`src/design/bwpf_pkg.sv`:
```
// Shared types and constants for the bootloader write packet framer.
package bwpf_pkg;

  localparam logic [1:0] SLOT_HEADER   = 2'd0;
  localparam logic [1:0] SLOT_DATA     = 2'd1;
  localparam logic [1:0] SLOT_CHECKSUM = 2'd2;

  localparam logic [2:0] BYTES_HEADER   = 3'd4;
  localparam logic [2:0] BYTES_DATA     = 3'd3;
  localparam logic [2:0] BYTES_CHECKSUM = 3'd1;

  localparam logic [7:0] CMD_RESET    = 8'h60;
  localparam logic [7:0] PAD_BYTE     = 8'hFF;
  // three pad bytes, modulo 256
  localparam logic [7:0] PAD_SLOT_SUM = 8'hFD;

  localparam int ADDR_W = 25;
  localparam logic [ADDR_W-1:0] ADDR_STEP = 25'd4;

  typedef struct packed {
    logic [7:0]  byte_low;
    logic [7:0]  byte_mid;
    logic [7:0]  byte_high;
    logic        start_of_chunk;
    logic [23:0] chunk_base;
    logic        end_of_chunk;
  } in_beat_t;

  typedef struct packed {
    logic [1:0] slot_kind;
    logic [7:0] out_byte0;
    logic [7:0] out_byte1;
    logic [7:0] out_byte2;
    logic [7:0] out_byte3;
    logic [2:0] byte_count;
    logic       last_of_run;
  } out_beat_t;

  // classified word as it waits between front and back
  typedef struct packed {
    logic [7:0]  byte_low;
    logic [7:0]  byte_mid;
    logic [7:0]  byte_high;
    logic        reload;
    logic [23:0] base;
    logic        close;
  } word_t;

endpackage

```
`src/design/bootloader_write_packet_framer.sv`:
```
// Top level of the bootloader write packet framer.
// Usage:
//   Input: one program word per beat on in_data, taken when push is high and
//   full is low. A two-entry queue sits in front of the slot sequencer.
//   Output: one packet slot per beat on out_data, valid while empty is low,
//   taken when pop is high. Each packet is a header slot, SLOTS_PER_PACKET
//   data or pad slots and a checksum slot; last_of_run marks the final slot
//   caused by a word.
//   cfg_wr_en / cfg_wr_data write the header command byte (reset 0x60);
//   write it only while the block is idle.
// Timing: the sequencer emits one slot per cycle into the output register while
//   that register is empty or pop is high. A word reaches the output register
//   through the sequencer, behind the header slot when it opens a packet. A word
//   yields one data slot, plus a header slot when it opens a packet and pad and
//   checksum slots when it closes one, so a packet has SLOTS_PER_PACKET + 2 slots.
// Reset: synchronous, active low; clears the queue, closes any open packet,
//   zeroes the byte address and restores the command byte.
// Stall: while pop is low with a slot waiting, the sequencer holds; the queue
//   still takes words until it fills, then full rises.
module bootloader_write_packet_framer #(
  parameter int SLOTS_PER_PACKET = 32
) (
  input  logic                clk,
  input  logic                rst_n,
  input  logic                push,
  output logic                full,
  input  bwpf_pkg::in_beat_t  in_data,
  output logic                empty,
  input  logic                pop,
  output bwpf_pkg::out_beat_t out_data,
  input  logic                cfg_wr_en,
  input  logic [7:0]          cfg_wr_data
);

  localparam int SW = $clog2(SLOTS_PER_PACKET + 1);

  logic [7:0]      cmd_r, cmd_nxt;
  logic            head_valid;
  bwpf_pkg::word_t head;
  logic            deq;
  logic            pkt_open;
  logic [SW-1:0]   slots_filled;

  assign cmd_nxt = cfg_wr_en ? cfg_wr_data : cmd_r;

  always_ff @(posedge clk) begin
    if (!rst_n) begin
      cmd_r <= bwpf_pkg::CMD_RESET;
    end else begin
      cmd_r <= cmd_nxt;
    end
  end

  bwpf_front u_front (
    .clk        (clk),
    .rst_n      (rst_n),
    .push       (push),
    .full       (full),
    .in_data    (in_data),
    .head_valid (head_valid),
    .head       (head),
    .deq        (deq)
  );

  bwpf_back #(
    .SLOTS_PER_PACKET (SLOTS_PER_PACKET),
    .SW               (SW)
  ) u_back (
    .clk           (clk),
    .rst_n         (rst_n),
    .write_command (cmd_r),
    .head_valid    (head_valid),
    .head          (head),
    .deq           (deq),
    .empty         (empty),
    .pop           (pop),
    .out_data      (out_data),
    .pkt_open      (pkt_open),
    .slots_filled  (slots_filled)
  );

  a_slots_bound: assert property (@(posedge clk) disable iff (!rst_n)
    slots_filled <= SW'(SLOTS_PER_PACKET))
    else $error("slot count past packet size");

  a_closed_empty: assert property (@(posedge clk) disable iff (!rst_n)
    !pkt_open |-> slots_filled == '0)
    else $error("closed packet with slots counted");

  a_csum_last: assert property (@(posedge clk) disable iff (!rst_n)
    !empty && out_data.slot_kind == bwpf_pkg::SLOT_CHECKSUM |-> out_data.last_of_run)
    else $error("checksum slot not last of run");

  a_hdr_opens: assert property (@(posedge clk) disable iff (!rst_n)
    deq |-> pkt_open)
    else $error("word consumed with no packet open");

endmodule

```
`src/design/bwpf_front.sv`:
```
// Front end: accepts input beats, classifies them and queues them for the back end.
module bwpf_front (
  input  logic             clk,
  input  logic             rst_n,
  input  logic             push,
  output logic             full,
  input  bwpf_pkg::in_beat_t in_data,
  output logic             head_valid,
  output bwpf_pkg::word_t  head,
  input  logic             deq
);

  bwpf_pkg::word_t q_r [2];
  logic       wr_ptr_r, wr_ptr_nxt;
  logic       rd_ptr_r, rd_ptr_nxt;
  logic [1:0] cnt_r, cnt_nxt;
  logic       enq;
  logic       do_deq;
  bwpf_pkg::word_t word_in;

  assign full       = (cnt_r == 2'd2);
  assign head_valid = (cnt_r != 2'd0);
  assign head       = q_r[rd_ptr_r];
  assign enq        = push && !full;
  assign do_deq     = deq && head_valid;

  always_comb begin
    word_in.byte_low  = in_data.byte_low;
    word_in.byte_mid  = in_data.byte_mid;
    word_in.byte_high = in_data.byte_high;
    word_in.reload    = in_data.start_of_chunk;
    word_in.base      = in_data.chunk_base;
    word_in.close     = in_data.end_of_chunk;
  end

  always_comb begin
    wr_ptr_nxt = enq ? ~wr_ptr_r : wr_ptr_r;
    rd_ptr_nxt = do_deq ? ~rd_ptr_r : rd_ptr_r;
    cnt_nxt    = cnt_r + {1'b0, enq} - {1'b0, do_deq};
  end

  always_ff @(posedge clk) begin
    if (!rst_n) begin
      wr_ptr_r <= 1'b0;
      rd_ptr_r <= 1'b0;
      cnt_r    <= 2'd0;
    end else begin
      wr_ptr_r <= wr_ptr_nxt;
      rd_ptr_r <= rd_ptr_nxt;
      cnt_r    <= cnt_nxt;
    end
  end

  always_ff @(posedge clk) begin
    if (enq) begin
      q_r[wr_ptr_r] <= word_in;
    end
  end

endmodule

```
`src/design/bwpf_back.sv`:
```
// Back end: slot sequencer that emits header, data, padding and checksum slots.
module bwpf_back #(
  parameter int SLOTS_PER_PACKET = 32,
  parameter int SW = $clog2(SLOTS_PER_PACKET + 1)
) (
  input  logic              clk,
  input  logic              rst_n,
  input  logic [7:0]        write_command,
  input  logic              head_valid,
  input  bwpf_pkg::word_t   head,
  output logic              deq,
  output logic              empty,
  input  logic              pop,
  output bwpf_pkg::out_beat_t out_data,
  output logic              pkt_open,
  output logic [SW-1:0]     slots_filled
);

  localparam logic [1:0] ST_WORD = 2'd0;
  localparam logic [1:0] ST_PAD  = 2'd1;
  localparam logic [1:0] ST_CSUM = 2'd2;
  localparam logic [SW-1:0] SLOTS_N = SW'(SLOTS_PER_PACKET);

  logic [1:0]                  state_r, state_nxt;
  logic                        open_r, open_nxt;
  logic [SW-1:0]               slots_r, slots_nxt;
  logic [7:0]                  sum_r, sum_nxt;
  logic [bwpf_pkg::ADDR_W-1:0] nba_r, nba_nxt;
  logic                        valid_r, valid_nxt;
  bwpf_pkg::out_beat_t         beat_r, beat_nxt;

  logic                        adv;
  logic                        emit;
  logic [SW-1:0]               slots_inc;
  logic [bwpf_pkg::ADDR_W-1:0] word_addr;

  assign adv          = !valid_r || pop;
  assign slots_inc    = slots_r + SW'(1);
  assign word_addr    = head.reload ? {1'b0, head.base} : nba_r;
  assign empty        = !valid_r;
  assign out_data     = beat_r;
  assign pkt_open     = open_r;
  assign slots_filled = slots_r;

  always_comb begin
    state_nxt = state_r;
    open_nxt  = open_r;
    slots_nxt = slots_r;
    sum_nxt   = sum_r;
    nba_nxt   = nba_r;
    beat_nxt  = beat_r;
    emit      = 1'b0;
    deq       = 1'b0;
    unique case (state_r)
      ST_WORD: begin
        if (head_valid && adv) begin
          emit = 1'b1;
          if (!open_r) begin
            beat_nxt.slot_kind   = bwpf_pkg::SLOT_HEADER;
            beat_nxt.out_byte0   = word_addr[8:1];
            beat_nxt.out_byte1   = word_addr[16:9];
            beat_nxt.out_byte2   = word_addr[24:17];
            beat_nxt.out_byte3   = write_command;
            beat_nxt.byte_count  = bwpf_pkg::BYTES_HEADER;
            beat_nxt.last_of_run = 1'b0;
            sum_nxt  = word_addr[8:1] + word_addr[16:9] + word_addr[24:17] + write_command;
            open_nxt = 1'b1;
            slots_nxt = '0;
            nba_nxt  = word_addr;
          end else begin
            deq = 1'b1;
            beat_nxt.slot_kind  = bwpf_pkg::SLOT_DATA;
            beat_nxt.out_byte0  = head.byte_low;
            beat_nxt.out_byte1  = head.byte_mid;
            beat_nxt.out_byte2  = head.byte_high;
            beat_nxt.out_byte3  = 8'd0;
            beat_nxt.byte_count = bwpf_pkg::BYTES_DATA;
            sum_nxt   = sum_r + head.byte_low + head.byte_mid + head.byte_high;
            slots_nxt = slots_inc;
            nba_nxt   = word_addr + bwpf_pkg::ADDR_STEP;
            if (slots_inc >= SLOTS_N) begin
              state_nxt = ST_CSUM;
              beat_nxt.last_of_run = 1'b0;
            end else if (head.close) begin
              state_nxt = ST_PAD;
              beat_nxt.last_of_run = 1'b0;
            end else begin
              beat_nxt.last_of_run = 1'b1;
            end
          end
        end
      end
      ST_PAD: begin
        if (adv) begin
          emit = 1'b1;
          beat_nxt.slot_kind   = bwpf_pkg::SLOT_DATA;
          beat_nxt.out_byte0   = bwpf_pkg::PAD_BYTE;
          beat_nxt.out_byte1   = bwpf_pkg::PAD_BYTE;
          beat_nxt.out_byte2   = bwpf_pkg::PAD_BYTE;
          beat_nxt.out_byte3   = 8'd0;
          beat_nxt.byte_count  = bwpf_pkg::BYTES_DATA;
          beat_nxt.last_of_run = 1'b0;
          sum_nxt   = sum_r + bwpf_pkg::PAD_SLOT_SUM;
          slots_nxt = slots_inc;
          nba_nxt   = nba_r + bwpf_pkg::ADDR_STEP;
          if (slots_inc >= SLOTS_N) begin
            state_nxt = ST_CSUM;
          end
        end
      end
      ST_CSUM: begin
        if (adv) begin
          emit = 1'b1;
          beat_nxt.slot_kind   = bwpf_pkg::SLOT_CHECKSUM;
          beat_nxt.out_byte0   = 8'd0 - sum_r;
          beat_nxt.out_byte1   = 8'd0;
          beat_nxt.out_byte2   = 8'd0;
          beat_nxt.out_byte3   = 8'd0;
          beat_nxt.byte_count  = bwpf_pkg::BYTES_CHECKSUM;
          beat_nxt.last_of_run = 1'b1;
          open_nxt  = 1'b0;
          slots_nxt = '0;
          sum_nxt   = 8'd0;
          state_nxt = ST_WORD;
        end
      end
      default: begin
        state_nxt = ST_WORD;
      end
    endcase
    valid_nxt = emit ? 1'b1 : (pop ? 1'b0 : valid_r);
  end

  always_ff @(posedge clk) begin
    if (!rst_n) begin
      state_r <= ST_WORD;
      open_r  <= 1'b0;
      slots_r <= '0;
      sum_r   <= 8'd0;
      nba_r   <= '0;
      valid_r <= 1'b0;
    end else begin
      state_r <= state_nxt;
      open_r  <= open_nxt;
      slots_r <= slots_nxt;
      sum_r   <= sum_nxt;
      nba_r   <= nba_nxt;
      valid_r <= valid_nxt;
    end
  end

  always_ff @(posedge clk) begin
    beat_r <= beat_nxt;
  end

endmodule

```
`config.mk`:
```
export PLATFORM = sky130hd
export DESIGN_NAME = bootloader_write_packet_framer
export DESIGN_NICKNAME = d
export VERILOG_FILES = /design/src/design/bwpf_pkg.sv /design/src/design/bootloader_write_packet_framer.sv /design/src/design/bwpf_front.sv /design/src/design/bwpf_back.sv
export SDC_FILE = /design/constraint.sdc
export NUM_CORES = 1
export LEC_CHECK = 0
export ABC_AREA = 1
export BUFFER_PORTS_ARGS = -buffer_cell sky130_fd_sc_hd__buf_2
export CORE_MARGIN = 2
export CORE_UTILIZATION = 30
export CTS_CLUSTER_DIAMETER = 100
export DETAILED_ROUTE_END_ITERATION = 7
export HOLD_SLACK_MARGIN = 0.12
export REMOVE_ABC_BUFFERS = 1
export SLEW_MARGIN = 15
export SYNTH_ARGS = -nofsm -noshare
export SYNTH_HDL_FRONTEND = slang
export SYNTH_SLANG_ARGS = --single-unit
```
`constraint.sdc`:
```
create_clock -name clk -period 4.8 [get_ports clk]
set_clock_uncertainty 0.2 [all_clocks]
set_input_delay 0.48 -clock clk [delete_from_list [all_inputs] [get_ports clk]]
set_output_delay 0.48 -clock clk [all_outputs]
set_load 0.02 [all_outputs]
```
==> implementation parameters <==
Parameter                              Value

Outcome
  Run status    completed

STA
  Number of pins with negative max-slew slack in the final report    0
  Final hold violation count    0
  Worst Tran Pin Value    1080 ps
  Setup violation total in the final timing report    0
  Post-layout min period    4210 ps
  Normalized max-slew margin    27.6%
  Setup repair after global routing missed its margin    false
  F_max    237 MHz
  Final Cycle Share    87.7%

GRT
  Pin count of the biggest net entering global routing    40
  Antenna violations before repair    0
  Wire length of the first global-routing pass    46700 um
  Grt ovf    0
  Total track usage    16.9%
  Via count of the first global-routing pass    8325

Power and ir drop
  Total power after layout    9.00 mW
  Net Sw Frac    47.4%
  Clk pwr share    15.7%
  Combinational power share    55.3%
  Total leakage power    5.22 nW
  Power per cell area    704 mW/mm2
  Power spent charging and discharging nets    4.26 mW
  Maximum resistive drop on vdd    0.382 mV
  Share of power burned in registers    29.0%
  Int Power    4.74 mW

Synth
  Summed instance area of the synthesized netlist    0.0106 mm2
  Number of cells produced by synthesis    1157
  Count of state elements after synthesis    190
  Share of synthesized area occupied by flip-flops and latches    48.8%
  Average cell area after synthesis    9.13 um2
  Yosys warning count    0
  Number of library cell types mapped by synthesis    49

Final layout
  Post-route non-filler standard cell count    1791
  Final Core Density    36.9%
  Area overhead of the layout relative to synthesis    21.2%
  Net count reported at finish    1440
  Post-route cell area    0.0128 mm2
  Fraction of layout instances using a drive strength above 1    15.8%
  # diodes    0

Min path
  Worst hold-check path type    input port to flip-flop
  End point of the most critical hold path    cmd_r[1]$_SDFFE_PN0P_
  Cell count of the worst hold path    3
  Startpoint of the tightest hold check path    cfg_wr_data[1]

Setup path
  Critical Setup Path Class    flip-flop to flip-flop
  Required time of the worst setup path    4980 ps
  Reg2reg end    u_back.sum_r[7]$_SDFFE_PN0P_
  Type of element launching the critical path    flip-flop
  Kind of capture point of the worst setup path    flip-flop
  R2R depth    22
  Data arrival time of the critical path    4400 ps
  Biggest fanout along the worst timing path    20
  Flop2flop setup slack    590 ps

Detailed routing
  Detailed-route via count    8809
  Number of DRC violations after detailed-routing iteration 0    796
  First-pass detailed-route iteration total    6
  Total length of routed wires    30800 um
  Final routed wire length divided by cell count    17.2 um
  Residual DRC    0
  Antenna-violating nets left    0
  Number of vias per cell after detailed routing    4.92

CTS
  Sink count of the clock tree    190
  Clock transition time at the flip-flop clock pins of the worst setup and hold paths    90 ps
  Clock tree from TritonCTS    built
  Clock latency on the worst-skew pair    460 ps
  Number of buffers on the longest clock path    2
  Root buffer selected by CTS    clkbuf_16
  Quantity of gates resized following cts    0
  CTS buffer count    17
  H-tree depth reported by CTS    4

Die
  Area enclosed by the die boundary    0.0367 mm2
  Die Y    192 um
  Effective utilization at floorplan    30.5%
  Num rows    68
  I/O pin count    103
  DIE WIDTH    192 um
  Placeable Area    0.0346 mm2

Placed design
  Gpl congestion    0.950
  Cells after DPL    1700
  HPWL after detailed placement    22600 um
  Placed cell area    0.0116 mm2
  Count of buffers inserted at the top-level ports    101

Job
  Number of maximum-capacitance violations    0
-- per-layer routing --
metal | global-route usage (%) | wire length, um
met1 | 23.6 | 14200
met3 | 3.18 | 2050
met5 | 0 | 0
met4 | 6.54 | 828
met2 | 25.8 | 13700
-- worst max-delay path, cell delays in order (launching register included) --
cell and delay [ps]:
dfxtp_2 460, buf_4 320, nand2_1 90, nand2_1 100
nand2_2 110, nand2_4 110, inv_1 90, fa_1 490
fa_1 510, inv_1 40, ha_1 220, fa_1 410
nand3_1 110, nand3_1 100, nand2_1 100, nand2_1 60
a21oi_1 180, inv_1 60, nand2_1 60, nand3_1 60
nand2_1 90, nand2_1 50, a21oi_1 120
-- area by class of cell --
cell class                 instances  area [um2]
clock buffer                      18         429
inverter                         138         523
multi-input combinational        790        4680
tap                              455         569
timing repair buffer             186        1290
fill                            3503       21800
clock inverter                    14         146
sequential                       190        5160
-- what timing repair did --
item,4_1_cts,5_1_grt
endpoints found under the hold margin,105,0
hold buffers,59,0
setup buffers,0,0
-- synthesized netlist by cell type (all sizes together) --
cell type | instances | share of area [%]
nor4 | 3 | 0.18
edfxtp | 135 | 38
inv | 131 | 4.7
nor2 | 95 | 4.1
buf | 17 | 1.3
dfxtp | 55 | 10
ha | 26 | 3.1
o31ai | 2 | 0.14
a31oi | 15 | 0.89
a221oi | 3 | 0.25
and2 | 1 | 0.083
xor2 | 10 | 0.83
o21ai | 92 | 4.6
o2111ai | 4 | 0.33
a21oi | 72 | 3.4
fa | 28 | 5.3
a211oi | 2 | 0.14
nand3b | 6 | 0.46
a41oi | 2 | 0.17
o211ai | 9 | 0.64
nor3 | 10 | 0.47
nand4 | 10 | 0.59
mux2i | 18 | 1.7
nand3 | 77 | 3.8
clkbuf | 22 | 0.78
nand2 | 275 | 10
o22ai | 4 | 0.24
a22oi | 2 | 0.14
xnor2 | 6 | 0.50
o221ai | 15 | 1.2
or2 | 2 | 0.12
o311ai | 1 | 0.083
clkinv | 7 | 0.25
-- power by group through the flow --
stage	logic (mW)	clock network [mW]	registers [mW]
5_1_grt	5.57	1.51	2.65
3_3_place_gp	4.86	0	2.64
3_5_place_dp	4.91	0	2.64
6_report	4.98	1.42	2.61
4_1_cts	4.98	1.45	2.61
2_1_floorplan	3.20	0	2.82
-- flip-flops by register name, indices dropped and copies added, names as in the netlist, named ones only --
| signal | cells |
|---|---|
| u_back.pkt_open | 1 |
| u_back.valid_r | 1 |
| u_front.wr_ptr_r | 1 |
| cmd_r | 8 |
| u_back.state_r | 2 |
| u_back.slots_filled | 6 |
| u_back.nba_r | 24 |
| u_back.out_data | 37 |
| u_back.sum_r | 8 |
| u_front.cnt_r | 2 |
| u_front.q_r | 98 |
| u_front.rd_ptr_r | 1 |
-- through the flow --
step,setup TNS [ps],hold slack [ps],worst slack [ps]
floorplan,-271,222,-228
CTS,0,137,618
global route,0,194,301
global placement,0,236,617
detailed placement,0,246,649
finish,0,152,588
-- cells in the final DEF (no fill, tap or decap), drive strengths merged, types with 3 or more instances in the layout --
cell and n:
nand2 275, inv 139, edfxtp 135, buf 127
nor2 95, o21ai 92, nand3 77, a21oi 72
dlygate4sd3 59, dfxtp 55, fa 28, ha 26
mux2i 18, clkbuf 18, o221ai 15, a31oi 15
clkinv 13, xor2 10, nor3 10, nand4 10
o211ai 9, xnor2 6, nand3b 6, o22ai 4
o2111ai 4, nor4 3, a221oi 3
-- how the worst max path moves through the flow --
stage               slack (ps)                           end
floorplan                 -230  u_back.sum_r[7]$_SDFFE_PN0P_
global placement           620  u_back.sum_r[7]$_SDFFE_PN0P_
detailed placement         650  u_back.sum_r[7]$_SDFFE_PN0P_
CTS                        620  u_back.sum_r[7]$_SDFFE_PN0P_
global route               300  u_back.sum_r[7]$_SDFFE_PN0P_
finish                     590  u_back.sum_r[7]$_SDFFE_PN0P_
-- cell families after synthesis --
logic type | count (synthesis) | synth area share [%]
and+or+nand+nor | 479 | 20.4
adders and majority gates | 54 | 8.39
muxes | 18 | 1.71
DFF | 190 | 48.8
AOI/OAI and AO/OA | 223 | 12.3
buffers and inverters | 177 | 7.05
xor gates and xnor gates | 16 | 1.33
(Power assumes the default switching activity.)
